**src/rtl/mcett_pkg.sv**
```systemverilog
// Shared types, constants and helpers for the event timer table.
`timescale 1ns / 1ps
package mcett_pkg;

    localparam int TIMER_SLOTS_DEF = 16;

    localparam int OP_W     = 2;
    localparam int ID_W     = 16;
    localparam int UNITS_W  = 20;
    localparam int EVK_W    = 2;
    localparam int ELAPSED_W = 32;
    localparam int RKIND_W  = 3;
    localparam int SCALED_W = 40;
    localparam int CNT_W    = 48;
    localparam int BASE_W   = 64;

    localparam logic [UNITS_W-1:0] UNIT_SCALE = UNITS_W'(1000000);

    // operation codes
    localparam logic [OP_W-1:0] OP_ADD   = 2'd0;
    localparam logic [OP_W-1:0] OP_TICK  = 2'd1;
    localparam logic [OP_W-1:0] OP_CLEAR = 2'd2;

    // event kinds held per timer
    localparam logic [EVK_W-1:0] EVK_NONE     = 2'd0;
    localparam logic [EVK_W-1:0] EVK_PERIODIC = 2'd1;
    localparam logic [EVK_W-1:0] EVK_ANIM     = 2'd2;
    localparam logic [EVK_W-1:0] EVK_EXPIRE   = 2'd3;

    // result kinds
    localparam logic [RKIND_W-1:0] RK_ADDED     = 3'd0;
    localparam logic [RKIND_W-1:0] RK_FULL      = 3'd1;
    localparam logic [RKIND_W-1:0] RK_REJECTED  = 3'd2;
    localparam logic [RKIND_W-1:0] RK_RESET     = 3'd3;
    localparam logic [RKIND_W-1:0] RK_PERIODIC  = 3'd4;
    localparam logic [RKIND_W-1:0] RK_ANIM      = 3'd5;
    localparam logic [RKIND_W-1:0] RK_EXPIRE    = 3'd6;
    localparam logic [RKIND_W-1:0] RK_TICK_DONE = 3'd7;

    typedef struct packed {
        logic [ID_W-1:0]     id;
        logic [EVK_W-1:0]    kind;
        logic [SCALED_W-1:0] duration;
        logic [SCALED_W-1:0] period;
        logic [CNT_W-1:0]    count;
        logic [CNT_W-1:0]    period_count;
    } entry_t;

    localparam int ENTRY_W = $bits(entry_t);

    // 48-bit counter plus elapsed time, clamped at all ones
    function automatic logic [CNT_W-1:0] sat_add48(input logic [CNT_W-1:0] a,
                                                   input logic [ELAPSED_W-1:0] b);
        logic [CNT_W:0] s;
        s = {1'b0, a} + {{(CNT_W + 1 - ELAPSED_W){1'b0}}, b};
        return s[CNT_W] ? {CNT_W{1'b1}} : s[CNT_W-1:0];
    endfunction

endpackage

```
**src/rtl/mcett_ram.sv**
```systemverilog
// Generic single-write, single-read RAM with registered read data.
`timescale 1ns / 1ps
module mcett_ram #(
    parameter int WIDTH  = 8,
    parameter int DEPTH  = 16,
    parameter int ADDR_W = (DEPTH > 1) ? $clog2(DEPTH) : 1
) (
    input  logic              aclk,
    input  logic              we,
    input  logic [ADDR_W-1:0] waddr,
    input  logic [WIDTH-1:0]  wdata,
    input  logic              re,
    input  logic [ADDR_W-1:0] raddr,
    output logic [WIDTH-1:0]  rdata
);

    logic [WIDTH-1:0] mem [DEPTH];

    always_ff @(posedge aclk) begin
        if (we) begin
            mem[waddr] <= wdata;
        end
        if (re) begin
            rdata <= mem[raddr];
        end
    end

endmodule

```
**src/rtl/multi_channel_event_timer_table_core.sv**
```systemverilog
// Top level of the event timer table: sequencer, slot walk and result register.
`timescale 1ns / 1ps
// Add or table reset: accepted in idle; the ADD or CLEAR state then loads the result register.
// Tick over N timers: setup and first read, then per timer a RAM read and a compare and
//   write-back, then tick done, which loads the result register and returns to idle.
// Output stalls can hold any step that emits a result. A new item is accepted only in idle.
//   The tick's pace is set by the single read port and the read-modify-write per slot.
// aresetn (synchronous, active low) clears the timer count, base time, sequencer and
//   output valid; the timer RAM keeps its contents, as no slot at or above the count is read.
module multi_channel_event_timer_table_core #(
    parameter int TIMER_SLOTS = mcett_pkg::TIMER_SLOTS_DEF
) (
    input  logic                               aclk,
    input  logic                               aresetn,

    input  logic                               s_valid,
    output logic                               s_ready,
    input  logic [mcett_pkg::OP_W-1:0]         s_operation,
    input  logic [mcett_pkg::ID_W-1:0]         s_timer_id,
    input  logic [mcett_pkg::UNITS_W-1:0]      s_duration_units,
    input  logic [mcett_pkg::UNITS_W-1:0]      s_period_units,
    input  logic [mcett_pkg::EVK_W-1:0]        s_event_kind,
    input  logic [mcett_pkg::ELAPSED_W-1:0]    s_elapsed,

    output logic                               m_valid,
    input  logic                               m_ready,
    output logic [mcett_pkg::RKIND_W-1:0]      m_result_kind,
    output logic [mcett_pkg::ID_W-1:0]         m_event_timer_id,
    output logic [mcett_pkg::CNT_W-1:0]        m_progress,
    output logic [mcett_pkg::CNT_W-1:0]        m_span,
    output logic [mcett_pkg::BASE_W-1:0]       m_base_time,
    output logic                               m_last
);

    import mcett_pkg::*;

    // slot address and count widths
    localparam int AW = (TIMER_SLOTS > 1) ? $clog2(TIMER_SLOTS) : 1;
    localparam int CW = $clog2(TIMER_SLOTS + 1);
    localparam logic [CW-1:0] SLOTS_C = CW'(TIMER_SLOTS);

    // sequencer states
    localparam logic [2:0] ST_IDLE  = 3'd0;
    localparam logic [2:0] ST_ADD   = 3'd1;
    localparam logic [2:0] ST_CLEAR = 3'd2;
    localparam logic [2:0] ST_TRD   = 3'd3;   // tick setup, first read
    localparam logic [2:0] ST_TS1   = 3'd4;   // read data in, saturating sums
    localparam logic [2:0] ST_TS2   = 3'd5;   // compares, event, write-back
    localparam logic [2:0] ST_TDONE = 3'd6;

    logic [2:0]           state_reg, state_next;
    logic [CW-1:0]        used_reg, used_next;
    logic [BASE_W-1:0]    acc_reg, acc_next;
    logic [CW-1:0]        rd_idx_reg, rd_idx_next;    // slot being read
    logic [CW-1:0]        wr_idx_reg, wr_idx_next;    // compacted write slot

    // captured input item
    logic [ID_W-1:0]      id_reg;
    logic [UNITS_W-1:0]   dur_u_reg;
    logic [UNITS_W-1:0]   per_u_reg;
    logic [EVK_W-1:0]     kind_reg;
    logic [ELAPSED_W-1:0] el_reg;

    // slot under work
    entry_t               ent_reg;
    logic [CNT_W-1:0]     pc_sum_reg;
    logic [CNT_W-1:0]     cnt_sum_reg;

    // result register
    logic                 m_valid_reg, m_valid_next;
    logic [RKIND_W-1:0]   m_kind_reg;
    logic [ID_W-1:0]      m_id_reg;
    logic [CNT_W-1:0]     m_prog_reg;
    logic [CNT_W-1:0]     m_span_reg;
    logic [BASE_W-1:0]    m_base_reg;
    logic                 m_last_reg;

    // RAM port
    logic                 ram_we;
    logic [AW-1:0]        ram_waddr;
    entry_t               ram_wdata;
    logic                 ram_re;
    logic [AW-1:0]        ram_raddr;
    logic [ENTRY_W-1:0]   ram_rdata;

    // emit request towards the result register
    logic                 emit;
    logic [RKIND_W-1:0]   emit_kind;
    logic [ID_W-1:0]      emit_id;
    logic [CNT_W-1:0]     emit_prog;
    logic [CNT_W-1:0]     emit_span;
    logic [BASE_W-1:0]    emit_base;
    logic                 emit_last;

    logic                 out_free;
    logic                 accept;

    // scaled add values
    logic [SCALED_W-1:0]  dur_scaled;
    logic [SCALED_W-1:0]  per_scaled;

    // slot evaluation
    logic [CNT_W-1:0]     per48, dur48, pc_new, anim_val;
    logic                 pc_ge, expired, ev_per, ev_anim, ev_exp, need_ev;
    logic [CW-1:0]        rd_idx_inc;
    entry_t               ent_rd;

    assign s_ready  = (state_reg == ST_IDLE);
    assign accept   = s_valid && s_ready;
    assign out_free = !m_valid_reg || m_ready;

    assign dur_scaled = SCALED_W'(dur_u_reg) * SCALED_W'(UNIT_SCALE);
    assign per_scaled = SCALED_W'(per_u_reg) * SCALED_W'(UNIT_SCALE);

    assign ent_rd = entry_t'(ram_rdata);

    assign per48    = {{(CNT_W - SCALED_W){1'b0}}, ent_reg.period};
    assign dur48    = {{(CNT_W - SCALED_W){1'b0}}, ent_reg.duration};
    assign pc_ge    = (pc_sum_reg >= per48);
    assign pc_new   = pc_ge ? (pc_sum_reg - per48) : pc_sum_reg;
    assign anim_val = (cnt_sum_reg > dur48) ? dur48 : cnt_sum_reg;
    assign expired  = (ent_reg.duration != '0) && (cnt_sum_reg >= dur48);
    assign ev_per   = (ent_reg.kind == EVK_PERIODIC) && pc_ge;
    assign ev_anim  = (ent_reg.kind == EVK_ANIM);
    assign ev_exp   = (ent_reg.kind == EVK_EXPIRE) && expired;
    assign need_ev  = ev_per || ev_anim || ev_exp;
    assign rd_idx_inc = rd_idx_reg + CW'(1);

    always_comb begin
        state_next  = state_reg;
        used_next   = used_reg;
        acc_next    = acc_reg;
        rd_idx_next = rd_idx_reg;
        wr_idx_next = wr_idx_reg;

        ram_we    = 1'b0;
        ram_waddr = wr_idx_reg[AW-1:0];
        ram_wdata = ent_reg;
        ram_re    = 1'b0;
        ram_raddr = rd_idx_reg[AW-1:0];

        emit      = 1'b0;
        emit_kind = RK_ADDED;
        emit_id   = '0;
        emit_prog = '0;
        emit_span = '0;
        emit_base = '0;
        emit_last = 1'b0;

        unique case (state_reg)
            ST_IDLE: begin
                if (accept) begin
                    unique case (s_operation)
                        OP_ADD:   state_next = ST_ADD;
                        OP_TICK:  state_next = ST_TRD;
                        OP_CLEAR: state_next = ST_CLEAR;
                        default:  state_next = ST_IDLE;   // unused code, dropped
                    endcase
                end
            end
            ST_ADD: begin
                if (out_free) begin
                    emit      = 1'b1;
                    emit_id   = id_reg;
                    emit_last = 1'b1;
                    priority if ((kind_reg == EVK_EXPIRE) && (dur_u_reg == '0)) begin
                        emit_kind = RK_REJECTED;
                    end else if (used_reg >= SLOTS_C) begin
                        emit_kind = RK_FULL;
                    end else begin
                        emit_kind = RK_ADDED;
                        ram_we    = 1'b1;
                        ram_waddr = used_reg[AW-1:0];
                        ram_wdata = '{id: id_reg, kind: kind_reg, duration: dur_scaled,
                                      period: per_scaled, count: '0, period_count: '0};
                        used_next = used_reg + CW'(1);
                    end
                    state_next = ST_IDLE;
                end
            end
            ST_CLEAR: begin
                if (out_free) begin
                    emit       = 1'b1;
                    emit_kind  = RK_RESET;
                    emit_last  = 1'b1;
                    used_next  = '0;
                    acc_next   = '0;
                    state_next = ST_IDLE;
                end
            end
            ST_TRD: begin
                acc_next    = acc_reg + {{(BASE_W - ELAPSED_W){1'b0}}, el_reg};
                rd_idx_next = '0;
                wr_idx_next = '0;
                if (used_reg != '0) begin
                    ram_re     = 1'b1;
                    ram_raddr  = '0;
                    state_next = ST_TS1;
                end else begin
                    state_next = ST_TDONE;
                end
            end
            ST_TS1: begin
                state_next = ST_TS2;
            end
            ST_TS2: begin
                // hold the slot until its event, if any, fits in the result register
                if (!need_ev || out_free) begin
                    if (need_ev) begin
                        emit    = 1'b1;
                        emit_id = ent_reg.id;
                        priority if (ev_per) begin
                            emit_kind = RK_PERIODIC;
                            emit_prog = pc_new;
                            emit_span = per48;
                        end else if (ev_anim) begin
                            emit_kind = RK_ANIM;
                            emit_prog = anim_val;
                            emit_span = dur48;
                        end else begin
                            emit_kind = RK_EXPIRE;
                        end
                    end
                    // survivors are written back packed towards slot 0
                    if (!expired) begin
                        ram_we    = 1'b1;
                        ram_waddr = wr_idx_reg[AW-1:0];
                        ram_wdata = '{id: ent_reg.id, kind: ent_reg.kind,
                                      duration: ent_reg.duration, period: ent_reg.period,
                                      count: cnt_sum_reg, period_count: pc_new};
                        wr_idx_next = wr_idx_reg + CW'(1);
                    end
                    rd_idx_next = rd_idx_inc;
                    if (rd_idx_inc < used_reg) begin
                        ram_re     = 1'b1;
                        ram_raddr  = rd_idx_inc[AW-1:0];
                        state_next = ST_TS1;
                    end else begin
                        state_next = ST_TDONE;
                    end
                end
            end
            ST_TDONE: begin
                if (out_free) begin
                    emit       = 1'b1;
                    emit_kind  = RK_TICK_DONE;
                    emit_base  = acc_reg;
                    emit_last  = 1'b1;
                    used_next  = wr_idx_reg;
                    state_next = ST_IDLE;
                end
            end
            default: begin
                state_next = ST_IDLE;
            end
        endcase

        m_valid_next = emit ? 1'b1 : (m_ready ? 1'b0 : m_valid_reg);
    end

    // control state
    always_ff @(posedge aclk) begin
        if (!aresetn) begin
            state_reg   <= ST_IDLE;
            used_reg    <= '0;
            acc_reg     <= '0;
            rd_idx_reg  <= '0;
            wr_idx_reg  <= '0;
            m_valid_reg <= 1'b0;
        end else begin
            state_reg   <= state_next;
            used_reg    <= used_next;
            acc_reg     <= acc_next;
            rd_idx_reg  <= rd_idx_next;
            wr_idx_reg  <= wr_idx_next;
            m_valid_reg <= m_valid_next;
        end
    end

    // payload, no reset
    always_ff @(posedge aclk) begin
        if (accept) begin
            id_reg    <= s_timer_id;
            dur_u_reg <= s_duration_units;
            per_u_reg <= s_period_units;
            kind_reg  <= s_event_kind;
            el_reg    <= s_elapsed;
        end
        if (state_reg == ST_TS1) begin
            ent_reg     <= ent_rd;
            pc_sum_reg  <= sat_add48(ent_rd.period_count, el_reg);
            cnt_sum_reg <= sat_add48(ent_rd.count, el_reg);
        end
        if (emit) begin
            m_kind_reg <= emit_kind;
            m_id_reg   <= emit_id;
            m_prog_reg <= emit_prog;
            m_span_reg <= emit_span;
            m_base_reg <= emit_base;
            m_last_reg <= emit_last;
        end
    end

    mcett_ram #(
        .WIDTH  (ENTRY_W),
        .DEPTH  (TIMER_SLOTS),
        .ADDR_W (AW)
    ) u_slots (
        .aclk  (aclk),
        .we    (ram_we),
        .waddr (ram_waddr),
        .wdata (ram_wdata),
        .re    (ram_re),
        .raddr (ram_raddr),
        .rdata (ram_rdata)
    );

    assign m_valid          = m_valid_reg;
    assign m_result_kind    = m_kind_reg;
    assign m_event_timer_id = m_id_reg;
    assign m_progress       = m_prog_reg;
    assign m_span           = m_span_reg;
    assign m_base_time      = m_base_reg;
    assign m_last           = m_last_reg;

    // checks
    // compaction must never overtake the read pointer
    a_wr_behind_rd: assert property (@(posedge aclk) disable iff (!aresetn)
        (state_reg == ST_TS2) |-> (wr_idx_reg <= rd_idx_reg))
        else $error("write slot ahead of read slot");

    a_used_bound: assert property (@(posedge aclk) disable iff (!aresetn)
        used_reg <= SLOTS_C)
        else $error("timer count beyond table size");

    // a result never gets overwritten while still waiting
    a_no_overwrite: assert property (@(posedge aclk) disable iff (!aresetn)
        emit |-> (!m_valid_reg || m_ready))
        else $error("result register overwritten");

    // a tick never grows the table
    a_tick_shrinks: assert property (@(posedge aclk) disable iff (!aresetn)
        (state_reg == ST_TDONE && out_free) |=> (used_reg <= $past(used_reg)))
        else $error("tick increased timer count");

endmodule
```
**config.mk**
```make
export PLATFORM = sky130hd
export DESIGN_NAME = multi_channel_event_timer_table_core
export DESIGN_NICKNAME = d
export VERILOG_FILES = /design/src/rtl/mcett_pkg.sv /design/src/rtl/mcett_ram.sv /design/src/rtl/multi_channel_event_timer_table_core.sv
export SDC_FILE = /design/constraint.sdc
export NUM_CORES = 2
export LEC_CHECK = 0
export BUFFER_PORTS_ARGS = -buffer_cell sky130_fd_sc_hd__clkbuf_2
export CAP_MARGIN = 15
export CELL_PAD_IN_SITES_DETAIL_PLACEMENT = 1
export CELL_PAD_IN_SITES_GLOBAL_PLACEMENT = 2
export CORE_UTILIZATION = 49
export CTS_CLUSTER_DIAMETER = 40
export DETAILED_ROUTE_END_ITERATION = 6
export PLACE_DENSITY_LB_ADDON = 0.1
export SYNTH_ARGS = -nofsm -noshare
export SYNTH_HDL_FRONTEND = slang
export SYNTH_SLANG_ARGS = --single-unit
```
**constraint.sdc**
```tcl
create_clock -name aclk -period 20 [get_ports aclk]
set_clock_uncertainty 0.15 [all_clocks]
set_input_delay 1 -clock aclk [delete_from_list [all_inputs] [get_ports aclk]]
set_output_delay 1 -clock aclk [all_outputs]
set_load 0.01 [all_outputs]
```
### After elaboration in Yosys (flattened, before gate mapping)

Memory sizes are Yosys's and may differ from the RTL's. A register that Yosys moved wholly into a read port is not among the register bits.
Cells that the tools add are included.

| word-level totals | value |
|---|---|
| register bits | 643 |
| word-level logic and storage cells | 166 |
| memories | 1 |
| RAM bits | 3104 |

| cells by class | value |
|---|---|
| bitwise gates (word level) | 3 |
| reduce and logical (&&, ||, !) cells | 29 |
| multiplexer cells | 72 |
| magnitude comparators | 5 |
| $add $sub $neg | 7 |
| eq/ne operators | 21 |
| $mul | 2 |

Memory list:

| name | words | bits a word | rd ports | clocked after memory_dff | write ports | RTL line | RTL |
|---|---|---|---|---|---|---|---|
| u_slots.mem | 16 | 194 | 1 | 1 | 1 | mcett_ram.sv:17 | `logic [WIDTH-1:0] mem [DEPTH];` |

Operators with widths:

| operator | number |
|---|---|
| $mux 194 | 3 |
| $pmux 194 s2 | 1 |
| $mux 48 | 4 |
| $mux 96 | 2 |
| $pmux 64 s2 | 1 |
| $add 48x32->49 | 2 |
| $ge 48x40->1 | 2 |
| $mux 40 | 2 |
| $mul 20x14->34 const B | 2 |
| $add 64x32->64 | 1 |
| $mux 64 | 1 |
| $gt 48x40->1 | 1 |
| $mux 16 | 3 |
| $sub 48x40->48 | 1 |
| $mux 5 | 8 |
| $reduce_bool 40->1 | 1 |
| $pmux 16 s2 | 1 |
| $mux 4 | 7 |
| $logic_not 20->1 | 1 |
| $pmux 5 s2 | 2 |
| $mux 3 | 6 |
| $mux 1 | 16 |
| $add 5x1->5 const B | 3 |
| $pmux 3 s5 | 1 |
| other kinds (29) | 67 |

### Longest topological paths before layout

| depth | value |
|---|---|
| depth in word-level cells | 10 |
| mapped depth | 23 |
| mapped depth without buffers | 23 |

### Modules after synthesis

Synthesis repeated with hierarchy kept, for this count alone.

| second synthesis, totals | value |
|---|---|
| cells, all modules | 9404 |
| area, all modules | 166101.8 um^2 |

By module, submodules not included:

| module | cells an instance | instances | area each (um^2) |
|---|---|---|---|
| mcett_ram | 5075 | 1 | 122251.0 |
| multi_channel_event_timer_table_core | 4329 | 1 | 43850.8 |

### Least setup slack after synthesis

No wires, ideal clock.

| timing | value |
|---|---|
| kind | reg2reg |
| start | register ent_reg, in the netlist dur48[17] |
| end | register u_slots.rdata[0], read port of u_slots.mem, enable pin |
| data required time | 19.037 ns |
| library setup time | 0.813 ns |
| buffers on the path | 0 |
| cell stages (with the launch flop) | 11 |
| slack | 7.423 ns |
| arrival | 11.614 ns |
| cells stage by stage | edfxtp_1 -> inv_1 -> ha_1 -> a21o_1 -> a221o_1 -> a211oi_1 -> nand4b_1 -> o31ai_2 -> and3_4 -> o21ai_0 -> a21oi_1 |

| on the way | value |
|---|---|
| cells in the longest elaborated chain, start to end | 8 |
| elaborated cells on any way between the ends | 11 |
| classes of those cells | order compare (1); mux (4); reduce/logical (6) |

RTL lines:

| item | RTL line | RTL |
|---|---|---|
| from (decl) | multi_channel_event_timer_table_core.sv:65 | `entry_t ent_reg;` |
| from (signal assigned) | multi_channel_event_timer_table_core.sv:290 | `ent_reg <= ent_rd;` |
| $ge 48x40->1 / $reduce_bool 40->1 (equally long branches) | multi_channel_event_timer_table_core.sv:122 | `assign expired = (ent_reg.duration != '0) && (cnt_sum_reg >= dur48);` |
| $logic_and 1x1->1 * | multi_channel_event_timer_table_core.sv:122 |  |
| $logic_and 1x1->1 * | multi_channel_event_timer_table_core.sv:125 | `assign ev_exp = (ent_reg.kind == EVK_EXPIRE) && expired;` |
| $logic_or 1x1->1 * | multi_channel_event_timer_table_core.sv:126 | `assign need_ev = ev_per \|\| ev_anim \|\| ev_exp;` |
| $logic_not 1->1 * | multi_channel_event_timer_table_core.sv:208 | `if (!need_ev \|\| out_free) begin` |
| $logic_or 1x1->1 * | multi_channel_event_timer_table_core.sv:208 |  |
| $mux 1 * | multi_channel_event_timer_table_core.sv:208 |  |
| $pmux 1 s2 * | multi_channel_event_timer_table_core.sv:150 | `unique case (state_reg)` |
| via ram_re | multi_channel_event_timer_table_core.sv:82 | `logic ram_re;` |
| to (decl) | mcett_ram.sv:14 | `output logic [WIDTH-1:0] rdata` |

The timed path passes the listed nets; every way through them passes the cells marked *.
A chain may end at the register's enable or synchronous reset.

### Final worst setup path

| timing | value |
|---|---|
| start | register ent_reg, in the netlist dur48[27] |
| end | register u_slots.rdata[138], read port of u_slots.mem (data pin) |

| on the way | value |
|---|---|
| cells in the longest elaborated chain, start to end | 8 |
| elaborated cells on any way between the ends | 11 |
| classes of those cells | order compare (1); mux (4); reduce/logical (6) |

RTL lines:

| item | RTL line |
|---|---|
| $ge 48x40->1 / $reduce_bool 40->1 (equally long branches) | multi_channel_event_timer_table_core.sv:122 |
| $logic_and 1x1->1 * | multi_channel_event_timer_table_core.sv:122 |
| $logic_and 1x1->1 * | multi_channel_event_timer_table_core.sv:125 |
| $logic_or 1x1->1 * | multi_channel_event_timer_table_core.sv:126 |
| $logic_not 1->1 * | multi_channel_event_timer_table_core.sv:208 |
| $logic_or 1x1->1 * | multi_channel_event_timer_table_core.sv:208 |
| $mux 4 / $mux 1 (equally long branches) | multi_channel_event_timer_table_core.sv:208 |
| $pmux 4 s2 / $pmux 1 s2 (equally long branches) | multi_channel_event_timer_table_core.sv:150 |

Mark *: on every way between the ends. The rest lies on a longest branch, timed or not.

==> impl_metrics.json <==
{
  "status": "complete, no violations",
  "grt-ovfl-total": 0,
  "fmax_ghz": 0.1078,
  "muxShareOfSynthArea_pct": 6.428,
  "clk_pin_slew_ps": 60,
  "finalHoldViolCount": 0,
  "root_buffer": "clkbuf_16",
  "critPathKind": "flip-flop to flip-flop",
  "dp_hpwl_um": 359500,
  "peakVddDrop_mv": 0.2140,
  "cts-buffers-inserted": 563,
  "r2r-start": "dur48[27]$_DFFE_PP_",
  "drive_gt1_share_pct": 13.10,
  "synth_simple_gate_area_share_pct": 8.475,
  "drtAntennaViolNets": 0,
  "synth_xor_area_share_pct": 1.065,
  "grt_pass1_vias": 114400,
  "grt_max_degree": 145,
  "startpoint": "dur48[27]$_DFFE_PP_",
  "p_total_uw": 24770,
  "synthTopCellsByArea": "edfxtp_1, mux2i_1, nand2_1",
  "h-tree-depth": 6,
  "grt_use_total_pct": 33.22,
  "p_leak_uw": 0.07146,
  "port_buffers": 269,
  "die-area_sq_um": 351600,
  "ys_ff_latch": 3933,
  "ios": 278,
  "vias_per_cell": 6.185,
  "largest_reg_flops": 3104,
  "fin_cells": 18140,
  "post_drt_wl_per_cell_um": 32.75,
  "crit_required_ps": 20710,
  "async_flop_share_pct": 0,
  "rr_worst_depth": 19,
  "synth_edf_count": 3850,
  "row_count": 216,
  "cts_sinks": 3933,
  "crit_buf_inv": 6,
  "avgSynthCellArea_sq_um": 13.79,
  "synth_most_common_cell": "edfxtp_1",
  "rsz0062_at_grt": "false",
  "rrSetupSlack_ps": 10730,
  "power_density_nw_per_um2": 124.6,
  "synthAdderAreaFrac_pct": 4.983,
  "cp_num_cells": 19,
  "worst_setup_path_start_kind": "flip-flop",
  "setup_slack_ps": 10730,
  "pre_cts_ws_ps": 10930,
  "clockBufferDepth": 4,
  "fin_tns_setup_ps": 0,
  "finalCriticalPeriod_ps": 9274,
  "setup_viol": 0,
  "grt_pass1_wl_um": 834900,
  "cts_tree": "done",
  "slew_headroom_pct": 13.95,
  "critPathTopFamily": "buffers and inverters",
  "clk-insertion-delay-late_ps": 1060,
  "dr_total_vias": 112200,
  "dp.cells": 16960,
  "reg2reg_to": "u_slots.rdata[138]$_DFFE_PP_",
  "finalCritPeriodShare_pct": 46.37,
  "critical_path_arrival_ps": 9980,
  "crit_slowest_cell": "nor4_1",
  "synth_cells": 12410,
  "synth.largest_area_cell": "edfxtp_1",
  "synth_top_flop_cell": "edfxtp_1",
  "yosysWarnings": 0,
  "synth_compound_area_share_pct": 7.775,
  "die_h_um": 592.9,
  "worst_hold_slack_ps": 66.24,
  "wirelength_um": 593900,
  "slew_viol_final": 0,
  "drc": 0,
  "hold_class": "primary input to flip-flop",
  "crit_end": "u_slots.rdata[138]$_DFFE_PP_",
  "synth_cell_type_count": 91,
  "end_kind": "flip-flop",
  "syn2layout_area_growth_pct": 16.18,
  "first_iter_violations": 12500,
  "fin_nets": 13730,
  "cpMostUsedCell": "buf_4",
  "max_slew.worst_pin.slew_ps": 1291,
  "cts_setup_buffers": 0,
  "path_cells": "inv_1 > ha_1 > nand3_1 > or4_4 > nor4_1 > nand4b_1 > o31ai_2 > and3_4 > o211ai_2 > o221a_4 > buf_4 > buf_4 > buf_4 > buf_4 > buf_4 > nand2_1 > a21oi_1 > nor2_1 > a221oi_2",
  "cp_max_fo": 74,
  "core_sq_um": 346700,
  "yosys-top-cells-count": "edfxtp_1, nand2_1, mux2i_1",
  "max_stage_delay_ps": 1020,
  "cap_violations": 0,
  "synth_top_family_by_area": "simple AND/OR/NAND/NOR gates",
  "grt_antenna_before_repair": 59,
  "start_util_pct": 49.35,
  "syn_area_sq_um": 171100,
  "routabilityCongestion": 0.9678,
  "ys_seq_area_share_pct": 68.54,
  "die_w_um": 592.9,
  "synth_top_area_share_pct": 67.57,
  "drtPass1Iterations": 6
}
-- worst min-delay path by stage --
stage,startpoint,to,slack [ps],cells after the start
after floorplan,u_slots.rdata[136]$_DFFE_PP_,dur48[0]$_DFFE_PP_,250,0
after global placement,u_slots.rdata[176]$_DFFE_PP_,ent_reg[176]$_DFFE_PP_,250,0
after detailed placement,u_slots.rdata[182]$_DFFE_PP_,ent_reg[182]$_DFFE_PP_,260,0
after CTS,s_duration_units[2],dur_u_reg[2]$_DFFE_PP_,7,1
after global routing,s_duration_units[2],dur_u_reg[2]$_DFFE_PP_,50,1
final,s_elapsed[9],el_reg[9]$_DFFE_PP_,70,1
-- worst register-to-register path, cell delays in order, from the launching register on --
cell and delay, ps:
edfxtp_1 510, inv_1 80, ha_1 330, nand3_1 140, or4_4 600, nor4_1 1030
nand4b_1 240, o31ai_2 230, and3_4 340, o211ai_2 350, o221a_4 550, buf_4 660
buf_4 740, buf_4 890, buf_4 790, buf_4 740, nand2_1 160, a21oi_1 180
nor2_1 90, a221oi_2 290
-- stage by stage --
step,cell area (sq um),utilization (%)
3_5_place_dp,178300,51.43
4_1_cts,198500,57.24
6_report,198800,57.33
5_1_grt,198700,57.31
3_3_place_gp,178300,51.41
2_1_floorplan,171100,-
-- final cells by class --
type / count / area (sq um)
inverter: 413 / 1550
sequential: 3933 / 117300
timing repair buffer: 722 / 5224
tap: 4578 / 5728
multi-input combinational: 7416 / 49600
clock buffer: 645 / 14740
antenna: 47 / 117.6
clock inverter: 382 / 4559
fill: 33070 / 148000
-- cell usage in the layout, fill, tap and decap left out, types with 66 or more instances in the layout --
cell type      synthesis  layout
xnor2_1              125     124
a32oi_1              144     144
mux2_2               102     102
xor2_1                83      83
nand3_1              325     325
a21oi_1              878     875
bufinv_16              0      77
dfxtp_1               83      83
nor2_1               688     669
nand2_1             2054    2046
buf_4                 41     336
edfxtp_1            3850    3850
and2_1                95      89
clkbuf_2               0     269
mux2i_1              984     984
fa_1                 154     154
clkbuf_16              0     578
clkinv_1               1      74
dlygate4sd3_1          0      83
a22oi_1               68      67
ha_1                 435     435
o221ai_1             150     149
a21o_1                98      98
clkinv_2               0      66
inv_1                412     412
o21ai_0              290     259
-- where the power goes --
part / internal, uW / leakage, uW / switching, uW
Sequential: 9360 / 0.0355 / 119
Clock: 6340 / 0.00933 / 3910
Combinational: 1630 / 0.0266 / 3400
-- routing by layer --
layer | part of all wire [%] | wire, um | GRT usage [%] | up-vias
li1 | - | - | - | 47450
met3 | 7.8 | 46350 | 5.321 | 981
met4 | 4.3 | 25680 | 13.44 | 26
met1 | 41 | 244800 | 45.52 | 58880
met5 | 0.026 | 155 | 0 | -
met2 | 47 | 276900 | 53.15 | 4831
-- cells by family after synthesis --
logic type	Yosys count
AOI/OAI and AO/OA	2051
xor gates and xnor gates	208
adders and majority gates	589
buffers and inverters	1064
DFF	3933
muxes	1086
other	1
and+or+nand+nor	3474
-- timing repair --
item	CTS	global route
hold endpoints to repair	83	0
endpoints found under the setup margin	0	0
gates resized for setup	0	0
hold buffers	83	0
No activity file was read; power rests on OpenSTA's default activity.
